<file path="src/design/buhr_pkg.sv">
// ----------------------------------------------------------------------------
// buhr_pkg: shared types and constants for the undo history ring
// Snapshot layout, action codes and the result record passed from the
// control core to the result register.
// ----------------------------------------------------------------------------
`default_nettype none

package buhr_pkg;

   // action codes of a request
   typedef enum logic [2:0] {
      ACT_START     = 3'd0,
      ACT_ADD       = 3'd1,
      ACT_UNDO      = 3'd2,
      ACT_READ_LAST = 3'd3,
      ACT_READ_POS  = 3'd4
   } action_type;

   // one score snapshot, 38 bits
   typedef struct packed {
      logic [15:0] time_s;
      logic        change;
      logic        quarter;
      logic [3:0]  server;
      logic [7:0]  points_b;
      logic [7:0]  points_a;
   } entry_type;

   // memory strobes for the one history port
   typedef struct packed {
      logic wr_en;
      logic rd_en;
   } mem_ctl_type;

   // result of one request as held in the result register
   typedef struct packed {
      logic        found;
      logic        from_mem;
      entry_type   entry;
      logic [15:0] count;
   } res_type;

   localparam logic [15:0] COUNT_MAX        = 16'hFFFF;
   localparam logic [5:0]  UNDO_LIMIT_RESET = 6'd21;

   // snapshot written by start: 0:0, server 1, change flag set, time 0
   localparam entry_type START_ENTRY = '{
      time_s:   16'd0,
      change:   1'b1,
      quarter:  1'b0,
      server:   4'd1,
      points_b: 8'd0,
      points_a: 8'd0
   };

endpackage

`default_nettype wire

</file>
<file path="src/design/buhr_hist_mem.sv">
// ----------------------------------------------------------------------------
// buhr_hist_mem: snapshot history store
// Single port ring store, one write or one registered read per cycle.
// ----------------------------------------------------------------------------
`default_nettype none

module buhr_hist_mem
   import buhr_pkg::*;
#(
   parameter int DEPTH = 32,
   localparam int AW   = $clog2(DEPTH)
) (
   input  wire logic        clock,
   input  wire mem_ctl_type ctl,
   input  wire logic [AW-1:0] addr,
   input  wire entry_type   wr_data,
   output entry_type        rd_data
);

   entry_type hist_mem_ff [DEPTH];
   entry_type rd_data_ff;

   // write port
   always_ff @(posedge clock) begin
      if (ctl.wr_en) begin
         hist_mem_ff[addr] <= wr_data;
      end
   end

   // registered read, held while no read is issued
   always_ff @(posedge clock) begin
      if (ctl.rd_en) begin
         rd_data_ff <= hist_mem_ff[addr];
      end
   end

   assign rd_data = rd_data_ff;

endmodule

`default_nettype wire

</file>
<file path="src/design/buhr_core.sv">
// ----------------------------------------------------------------------------
// buhr_core: count, undo allowance and ring pointer control
// Decodes one registered request, updates the counters and the newest-slot
// pointer, and issues the history access for it.
// ----------------------------------------------------------------------------
`default_nettype none

module buhr_core
   import buhr_pkg::*;
#(
   parameter int DEPTH = 32,
   localparam int AW   = $clog2(DEPTH)
) (
   input  wire logic        clock,
   input  wire logic        reset,
   input  wire logic        fire,
   input  wire action_type  action,
   input  wire entry_type   entry,
   input  wire logic [7:0]  position,
   input  wire logic [5:0]  undo_limit,
   output mem_ctl_type      mem_ctl,
   output logic [AW-1:0]    mem_addr,
   output entry_type        mem_wr_data,
   output res_type          res
);

   localparam logic [5:0]    LIM_CAP  = (DEPTH < 63) ? 6'(DEPTH) : 6'd63;
   localparam logic [AW-1:0] SLOT_TOP = AW'(DEPTH - 1);
   localparam logic [AW:0]   DEPTH_W  = (AW + 1)'(DEPTH);
   localparam logic [15:0]   DEPTH_C  = 16'(DEPTH);

   logic [15:0]   count_ff, count_in;
   logic [5:0]    allow_ff, allow_in;
   logic [AW-1:0] ptr_ff, ptr_in;

   logic [5:0]    lim;
   logic [AW-1:0] ptr_inc, ptr_dec;
   logic [AW:0]   pos_sum;
   logic [AW-1:0] pos_slot;
   logic          pos_out;
   logic [15:0]   count_dec;
   mem_ctl_type   ctl;

   // effective ceiling of the allowance
   assign lim = (undo_limit > LIM_CAP) ? LIM_CAP : undo_limit;

   // ring pointer neighbours
   assign ptr_inc = (ptr_ff == SLOT_TOP) ? '0 : ptr_ff + 1'b1;
   assign ptr_dec = (ptr_ff == '0) ? SLOT_TOP : ptr_ff - 1'b1;

   // slot of a positional read: oldest retained is one past the newest once full
   assign pos_sum = {1'b0, ptr_inc} + {1'b0, AW'(position)};
   always_comb begin
      if (count_ff < DEPTH_C) begin
         pos_out  = ({8'd0, position} >= count_ff);
         pos_slot = AW'(position);
      end else begin
         pos_out  = ({8'd0, position} >= DEPTH_C);
         pos_slot = (pos_sum >= DEPTH_W) ? AW'(pos_sum - DEPTH_W) : AW'(pos_sum);
      end
   end

   assign count_dec = (count_ff != '0) ? count_ff - 16'd1 : count_ff;

   // request decode
   always_comb begin
      count_in     = count_ff;
      allow_in     = allow_ff;
      ptr_in       = ptr_ff;
      ctl          = '0;
      mem_addr     = ptr_ff;
      mem_wr_data  = entry;
      res.found    = 1'b0;
      res.from_mem = 1'b0;
      res.entry    = entry;
      case (action)
         ACT_START: begin
            count_in    = 16'd1;
            allow_in    = 6'd1;
            ptr_in      = '0;
            ctl.wr_en   = 1'b1;
            mem_addr    = '0;
            mem_wr_data = START_ENTRY;
            res.found   = 1'b1;
            res.entry   = START_ENTRY;
         end
         ACT_ADD: begin
            if (count_ff != COUNT_MAX) begin
               count_in  = count_ff + 16'd1;
               allow_in  = (allow_ff < lim) ? allow_ff + 6'd1 : allow_ff;
               ptr_in    = (count_ff == '0) ? '0 : ptr_inc;
               ctl.wr_en = 1'b1;
               mem_addr  = ptr_in;
               res.found = 1'b1;
            end
         end
         ACT_UNDO: begin
            if (allow_ff != '0) begin
               count_in = count_dec;
               allow_in = allow_ff - 6'd1;
               ptr_in   = (count_ff != '0) ? ptr_dec : ptr_ff;
               mem_addr = ptr_in;
               if (allow_ff != 6'd1 && count_dec != '0) begin
                  ctl.rd_en    = 1'b1;
                  res.found    = 1'b1;
                  res.from_mem = 1'b1;
               end
            end
         end
         ACT_READ_LAST: begin
            if (allow_ff != '0 && count_ff != '0) begin
               ctl.rd_en    = 1'b1;
               res.found    = 1'b1;
               res.from_mem = 1'b1;
            end
         end
         ACT_READ_POS: begin
            mem_addr = pos_slot;
            if (!pos_out) begin
               ctl.rd_en    = 1'b1;
               res.found    = 1'b1;
               res.from_mem = 1'b1;
            end
         end
         default: begin
         end
      endcase
      res.count = count_in;
   end

   assign mem_ctl.wr_en = fire & ctl.wr_en;
   assign mem_ctl.rd_en = fire & ctl.rd_en;

   // state registers
   always_ff @(posedge clock) begin
      if (reset) begin
         count_ff <= '0;
         allow_ff <= '0;
         ptr_ff   <= '0;
      end else if (fire) begin
         count_ff <= count_in;
         allow_ff <= allow_in;
         ptr_ff   <= ptr_in;
      end
   end

   // allowance only reaches snapshots that were counted
   a_allow_le_count: assert property (@(posedge clock) disable iff (reset)
      {10'd0, allow_ff} <= count_ff)
      else $error("undo allowance exceeds snapshot count");

   a_ptr_range: assert property (@(posedge clock) disable iff (reset)
      ptr_ff <= SLOT_TOP)
      else $error("ring pointer out of range");

   a_one_access: assert property (@(posedge clock) disable iff (reset)
      !(mem_ctl.wr_en && mem_ctl.rd_en))
      else $error("history read and write in the same cycle");

   // a start always leaves one snapshot in slot zero
   a_start_state: assert property (@(posedge clock) disable iff (reset)
      fire && action == ACT_START |=> count_ff == 16'd1 && allow_ff == 6'd1 && ptr_ff == '0)
      else $error("start did not reset the history state");

endmodule

`default_nettype wire

</file>
<file path="src/design/bounded_undo_history_ring_unit.sv">
// ----------------------------------------------------------------------------
// bounded_undo_history_ring_unit: score snapshot ring with bounded undo
// Top level: request register, control core, history store, result register.
// ----------------------------------------------------------------------------
// Use:
//   Requests enter on req_* (valid/stall) and give exactly one response each
//   on rsp_*. Actions: start, add snapshot, undo, read newest, read by
//   position. csr_wr_en/csr_wr_data load the undo limit; write it while idle.
// Path: the request register feeds the history access and the result register;
//   the response is driven from the result register, so it becomes valid once
//   its request has moved on from the request register.
// Throughput: one request per cycle while rsp_stall is low. Each request needs
//   at most one single-port store access; counters update in the same cycle.
// Reset: synchronous; empties the history (count and allowance zero) and loads
//   an undo limit of 21. No clearing pass: the store is not initialised.
// Stall: while rsp_stall is high the response is held; one further request
//   can wait in the request register, after which req_stall is raised.
// ----------------------------------------------------------------------------
`default_nettype none

module bounded_undo_history_ring_unit
   import buhr_pkg::*;
#(
   parameter int DEPTH = 32
) (
   input  wire logic        clock,
   input  wire logic        reset,
   // request channel
   input  wire logic        req_valid,
   output logic             req_stall,
   input  wire logic [2:0]  req_action,
   input  wire logic [7:0]  req_points_a,
   input  wire logic [7:0]  req_points_b,
   input  wire logic [3:0]  req_server,
   input  wire logic        req_quarter,
   input  wire logic        req_change,
   input  wire logic [15:0] req_time_s,
   input  wire logic [7:0]  req_position,
   // response channel
   output logic             rsp_valid,
   input  wire logic        rsp_stall,
   output logic             rsp_found,
   output logic [7:0]       rsp_points_a_out,
   output logic [7:0]       rsp_points_b_out,
   output logic [3:0]       rsp_server_out,
   output logic             rsp_quarter_out,
   output logic             rsp_change_out,
   output logic [15:0]      rsp_time_out,
   output logic [15:0]      rsp_stored_count,
   // configuration
   input  wire logic        csr_wr_en,
   input  wire logic [5:0]  csr_wr_data
);

   localparam int AW = $clog2(DEPTH);

   logic        s1_valid_ff;
   action_type  s1_action_ff;
   entry_type   s1_entry_ff;
   logic [7:0]  s1_pos_ff;
   logic        s2_valid_ff;
   res_type     s2_res_ff;
   logic [5:0]  limit_ff;

   logic          advance;
   logic          req_take;
   mem_ctl_type   mem_ctl;
   logic [AW-1:0] mem_addr;
   entry_type     mem_wr_data;
   entry_type     mem_rd_data;
   res_type       core_res;
   entry_type     rsp_entry;

   // handshake
   assign advance   = s1_valid_ff && (!s2_valid_ff || !rsp_stall);
   assign req_stall = s1_valid_ff && !advance;
   assign req_take  = req_valid && !req_stall;

   // undo limit register
   always_ff @(posedge clock) begin
      if (reset) begin
         limit_ff <= UNDO_LIMIT_RESET;
      end else if (csr_wr_en) begin
         limit_ff <= csr_wr_data;
      end
   end

   // request register
   always_ff @(posedge clock) begin
      if (reset) begin
         s1_valid_ff <= 1'b0;
      end else if (req_take) begin
         s1_valid_ff <= 1'b1;
      end else if (advance) begin
         s1_valid_ff <= 1'b0;
      end
   end

   always_ff @(posedge clock) begin
      if (req_take) begin
         s1_action_ff         <= action_type'(req_action);
         s1_entry_ff.points_a <= req_points_a;
         s1_entry_ff.points_b <= req_points_b;
         s1_entry_ff.server   <= req_server;
         s1_entry_ff.quarter  <= req_quarter;
         s1_entry_ff.change   <= req_change;
         s1_entry_ff.time_s   <= req_time_s;
         s1_pos_ff            <= req_position;
      end
   end

   buhr_core #(.DEPTH(DEPTH)) u_core (
      .clock       (clock),
      .reset       (reset),
      .fire        (advance),
      .action      (s1_action_ff),
      .entry       (s1_entry_ff),
      .position    (s1_pos_ff),
      .undo_limit  (limit_ff),
      .mem_ctl     (mem_ctl),
      .mem_addr    (mem_addr),
      .mem_wr_data (mem_wr_data),
      .res         (core_res)
   );

   buhr_hist_mem #(.DEPTH(DEPTH)) u_hist (
      .clock   (clock),
      .ctl     (mem_ctl),
      .addr    (mem_addr),
      .wr_data (mem_wr_data),
      .rd_data (mem_rd_data)
   );

   // result register
   always_ff @(posedge clock) begin
      if (reset) begin
         s2_valid_ff <= 1'b0;
      end else if (advance) begin
         s2_valid_ff <= 1'b1;
      end else if (!rsp_stall) begin
         s2_valid_ff <= 1'b0;
      end
   end

   always_ff @(posedge clock) begin
      if (advance) begin
         s2_res_ff <= core_res;
      end
   end

   // response snapshot fields, zero on a failed request
   always_comb begin
      if (!s2_res_ff.found) begin
         rsp_entry = '0;
      end else if (s2_res_ff.from_mem) begin
         rsp_entry = mem_rd_data;
      end else begin
         rsp_entry = s2_res_ff.entry;
      end
   end

   assign rsp_valid        = s2_valid_ff;
   assign rsp_found        = s2_res_ff.found;
   assign rsp_points_a_out = rsp_entry.points_a;
   assign rsp_points_b_out = rsp_entry.points_b;
   assign rsp_server_out   = rsp_entry.server;
   assign rsp_quarter_out  = rsp_entry.quarter;
   assign rsp_change_out   = rsp_entry.change;
   assign rsp_time_out     = rsp_entry.time_s;
   assign rsp_stored_count = s2_res_ff.count;

   // a history read always belongs to a successful request
   a_mem_found: assert property (@(posedge clock) disable iff (reset)
      s2_valid_ff && s2_res_ff.from_mem |-> s2_res_ff.found)
      else $error("history read flagged on a failed request");

   // requests are only held back when both registers are occupied
   a_stall_full: assert property (@(posedge clock) disable iff (reset)
      req_stall |-> s1_valid_ff && s2_valid_ff && rsp_stall)
      else $error("request stalled with room in the pipeline");

   // a stalled response keeps its read data
   a_rd_hold: assert property (@(posedge clock) disable iff (reset)
      s2_valid_ff && rsp_stall |=> $stable(mem_rd_data))
      else $error("history read data changed under a stalled response");

endmodule

`default_nettype wire

</file>
<file path="config.mk">
export PLATFORM = sky130hd
export DESIGN_NAME = bounded_undo_history_ring_unit
export DESIGN_NICKNAME = d
export VERILOG_FILES = /design/src/design/buhr_pkg.sv /design/src/design/buhr_hist_mem.sv /design/src/design/buhr_core.sv /design/src/design/bounded_undo_history_ring_unit.sv
export SDC_FILE = /design/constraint.sdc
export NUM_CORES = 1
export LEC_CHECK = 0
export BUFFER_PORTS_ARGS = -buffer_cell sky130_fd_sc_hd__buf_2
export CORE_UTILIZATION = 60
export DETAILED_ROUTE_END_ITERATION = 10
export GPL_ROUTABILITY_DRIVEN = 0
export PLACE_DENSITY = 0.87
export SETUP_SLACK_MARGIN = 0.5
export SYNTH_ARGS = -nofsm -noshare
export SYNTH_HDL_FRONTEND = slang
export SYNTH_SLANG_ARGS = --single-unit
</file>
<file path="constraint.sdc">
create_clock -name clock -period 9.3 [get_ports clock]
set_clock_uncertainty 0.1 [all_clocks]
set_input_delay 0.465 -clock clock [delete_from_list [all_inputs] [get_ports clock]]
set_output_delay 0.465 -clock clock [all_outputs]
set_load 0.02 [all_outputs]
</file>
==> parameters.txt <==
Parameter                              Value

STA
  Setup repair after global routing missed its margin    false
  Max_slew headroom    10.34%
  Final clock period utilization by the worst path    66.59%
  Post-route minimum period    6.193 ns
  Slew at the pin closest to its max-slew limit    1.339 ns
  Count of final hold-check violations    0
  Number of setup violations in the final report    0
  Achievable Freq    161.5 MHz
  Smallest hold slack    0.02538 ns
  Max Slew Vio Count    0
  Final setup TNS    0 ns

Floorplan
  Starting density of the core    60.76%
  Die Y    309.7 um
  Num rows    112
  Area of the core region    93470 um^2
  Die span in x    309.7 um
  Floorplan die area    95880 um^2
  Number of top-level pins    117

Clock tree
  CTS Hold Bufs    62
  Clock transition at the registers of the reported paths    0.06 ns
  Number of buffers created by CTS    134
  Clk_lat worst skew    0.75 ns
  Clock root buffer    sky130_fd_sc_hd__clkbuf_16
  Number of H-tree levels    4
  Post-CTS setup repair buffer count    0
  Clock sink count    1394
  Number of gates resized after cts    0
  Number of buffers on the longest clock path    3
  CTS tree    built

Cells and area
  Fill cell total of the finished layout    5585
  Final net count    4048
  Share of the core filled with cells in the final layout    67.95%
  Proportion of layout cells with a drive suffix above 1    12.04%
  Antenna diodes    0
  Layout area overhead    11.83%

Hold path
  Min-delay src    csr_wr_en
  Worst min-delay path category    in2reg

Global routing
  Global-route wire length before repair    219900 um
  Vias in the first global route    35440
  Largest net degree at the start of global routing    212
  Gr usage total    31.40%
  GR Overflow Total    0
  Antenna violations before repair    2

Synthesis
  Number of synthesis warnings    0
  Mapped cell area    56790 um^2
  Register area share after synthesis    73.09%
  Fraction of registers with async set or reset after synthesis    0%
  Synthesized flop and latch total    1394
  Unique cell type count in the Yosys netlist    81
  Number of synthesized flops with an enable pin    1359
  Post-Synthesis Net Count    3885
  Primary FF master, synth    sky130_fd_sc_hd__edfxtp_1
  Number of instances in the synthesized netlist    3799
  Mean instance size in the synthesized netlist    14.95 um^2

Worst setup path
  Critical Path Source Type    register
  Type of the worst setup path    reg2reg
  Register-to-register setup slack    3.11 ns
  Slowest cell on the critical path    sky130_fd_sc_hd__buf_4
  Cell chain of the critical path    inv_1 > ha_1 > and2_0 > nor2_1 > a21oi_1 > o21ai_2 > o31a_2 > buf_12 > buf_4 > nand3_1 > a32oi_1 > nand4_1
  Crit path required time    9.65 ns
  Largest stage delay on the critical path    0.93 ns
  Cell family contributing the most delay on the critical path    buffers and inverters
  Source of the critical timing path    u_core.allow_ff[0]
  Buf+Inv Stages, Crit Path    3
  Crit. End Element    register
  Worst reg2reg path startpoint    u_core.allow_ff[0]
  Data arrival time of the critical path    6.54 ns
  Crit Path Max Fanout    159

Power and ir drop
  Worst voltage drop across the vdd grid    0.1780 mV
  Cell area power density    210.8 nW/um^2
  Leak Pwr    0.02160 uW

Drt
  Starting DRT DRC Count    5634
  Post-route DRC violation count    0
  Final ANT Viol Nets    0
  Detailed Routing Iterations Pass 1    7
  Via/cell ratio    6.689
  Total wire length    150200 um
  Wirelength per Cell    28.22 um
  Total via count in the routed design    35610

Placement
  # port buffers    116
  DP Wirelength    81180 um

Outcome
  Result of the run    complete, no violations

Flow run
  Reported max-cap violation count    0
-- worst min-delay path: cells and delay by family --
kind	cells	cell delay (ns)
buffers and inverters	1	0.19
multiplexers	1	0.10
AND/OR/NAND/NOR	1	0.08
-- metrics by stage --
step	power (uW)	instance area [um^2]	setup slack (ns)	instances
2_1_floorplan	7872	56790	4.198	3799
3_3_place_gp	8158	58670	3.549	5018
3_5_place_dp	8194	58670	3.374	5018
4_1_cts	13360	63500	3.309	5323
5_1_grt	13690	63510	2.779	5323
6_report	13390	63510	3.107	5323
-- sequential cells by signal, indices dropped and copies added (netlist names), 5 cells and up --
signal and count:
u_core.allow_ff 6, u_hist.rd_data 38, u_hist.hist_mem_ff 1216, u_core.count_ff 16
rsp_stored_count 16, u_core.ptr_ff 5, s1_pos_ff 8, s1_entry_ff 38
s2_res_ff 39, limit_ff 6
-- placed cells by master, fill, tap and decap left out, drive strengths merged, types with 4 or more instances in the layout --
master       count
a22oi           10
clkbuf         163
nor4             7
or3              6
and2             4
o21ai           18
dlygate4sd3     62
xor2             6
ha              25
nor2b           75
a32oi          153
and3            10
o21a             4
clkinv          66
mux2i          502
inv             27
a31oi            4
edfxtp        1359
nand2b           6
o221ai           5
a21oi           43
nor3            27
nand4           46
o31ai            4
a211oi          11
o22ai            4
dfxtp           35
a221oi           4
a21o            19
buf            213
nand3          319
bufinv           6
nand2          679
xnor2           11
nor2            91
-- cells by family after synthesis --
logic type,synth area share [%]
DFF,73.09
muxes,8.868
and+or+nand+nor,10.17
buffers and inverters,2.728
xor gates and xnor gates,0.2622
AOI/OAI and AO/OA,4.296
adders and majority gates,0.5861
-- report_power, final --
| part | internal, uW | total (uW) | switching, uW |
|---|---|---|---|
| clock | 2910 | 5260 | 2350 |
| combinational | 352 | 1140 | 786 |
| sequential | 6970 | 6990 | 22.0 |
-- Yosys cell counts (3+ instances only) --
library cell               instances  share of area (%)
sky130_fd_sc_hd__and3_1           10               0.11
sky130_fd_sc_hd__edfxtp_1       1359                 72
sky130_fd_sc_hd__a32oi_1         153                2.4
sky130_fd_sc_hd__a21oi_1          41               0.36
sky130_fd_sc_hd__nor4_1            5              0.055
sky130_fd_sc_hd__a31oi_1           4              0.044
sky130_fd_sc_hd__inv_1            21               0.14
sky130_fd_sc_hd__nor2b_1          75               0.83
sky130_fd_sc_hd__buf_6            40               0.79
sky130_fd_sc_hd__a211oi_1         11               0.15
sky130_fd_sc_hd__o22ai_1           4              0.044
sky130_fd_sc_hd__a21o_1           18               0.24
sky130_fd_sc_hd__nor3_2            4              0.071
sky130_fd_sc_hd__buf_4            29               0.38
sky130_fd_sc_hd__nand2_1         678                4.5
sky130_fd_sc_hd__o21a_1            4              0.053
sky130_fd_sc_hd__o31ai_1           3              0.040
sky130_fd_sc_hd__a22oi_1           9               0.12
sky130_fd_sc_hd__nand3_1         319                2.8
sky130_fd_sc_hd__xor2_1            6              0.093
sky130_fd_sc_hd__nand4_1          46               0.51
sky130_fd_sc_hd__o32ai_1           3              0.046
sky130_fd_sc_hd__clkbuf_1         74               0.49
sky130_fd_sc_hd__nand2b_1          6              0.066
sky130_fd_sc_hd__nor2_1           89               0.59
sky130_fd_sc_hd__dfxtp_1          35                1.2
sky130_fd_sc_hd__o221ai_1          4              0.062
sky130_fd_sc_hd__nor3_1           22               0.19
sky130_fd_sc_hd__ha_1             25               0.55
sky130_fd_sc_hd__or2_2             3              0.033
sky130_fd_sc_hd__or3_1             4              0.044
sky130_fd_sc_hd__xnor2_1          11               0.17
sky130_fd_sc_hd__o21ai_0          17               0.15
sky130_fd_sc_hd__mux2i_1         502                8.8
sky130_fd_sc_hd__and2_1            3              0.033
sky130_fd_sc_hd__a221oi_1          4              0.062
sky130_fd_sc_hd__buf_2           103               0.91
-- final timing paths --
kind	to	depth (start not counted)
setup / recovery	u_hist.rd_data[18]	12
hold / removal	limit_ff[5]	3
hold reg to reg	rsp_valid	2
setup reg to reg	u_hist.rd_data[18]	12
-- metal layers --
metal / global-route usage, % / routed length [um]
met1: 40.34 / 51750
met3: 6.715 / 18550
met5: 0 / 13
met2: 50.66 / 72040
met4: 16.26 / 7829
-- layout make-up --
cell class,instances,area [um^2],area share [%]
flip-flops and latches,1394,41510,65.36
multi-input cells,2136,14130,22.25
clock buffers,163,3547,5.585
repair buffers,275,2004,3.156
well taps,1254,1569,2.471
clock inverters,80,664.4,1.046
inverters,21,80.08,0.1261
(Power assumes the default switching activity.)
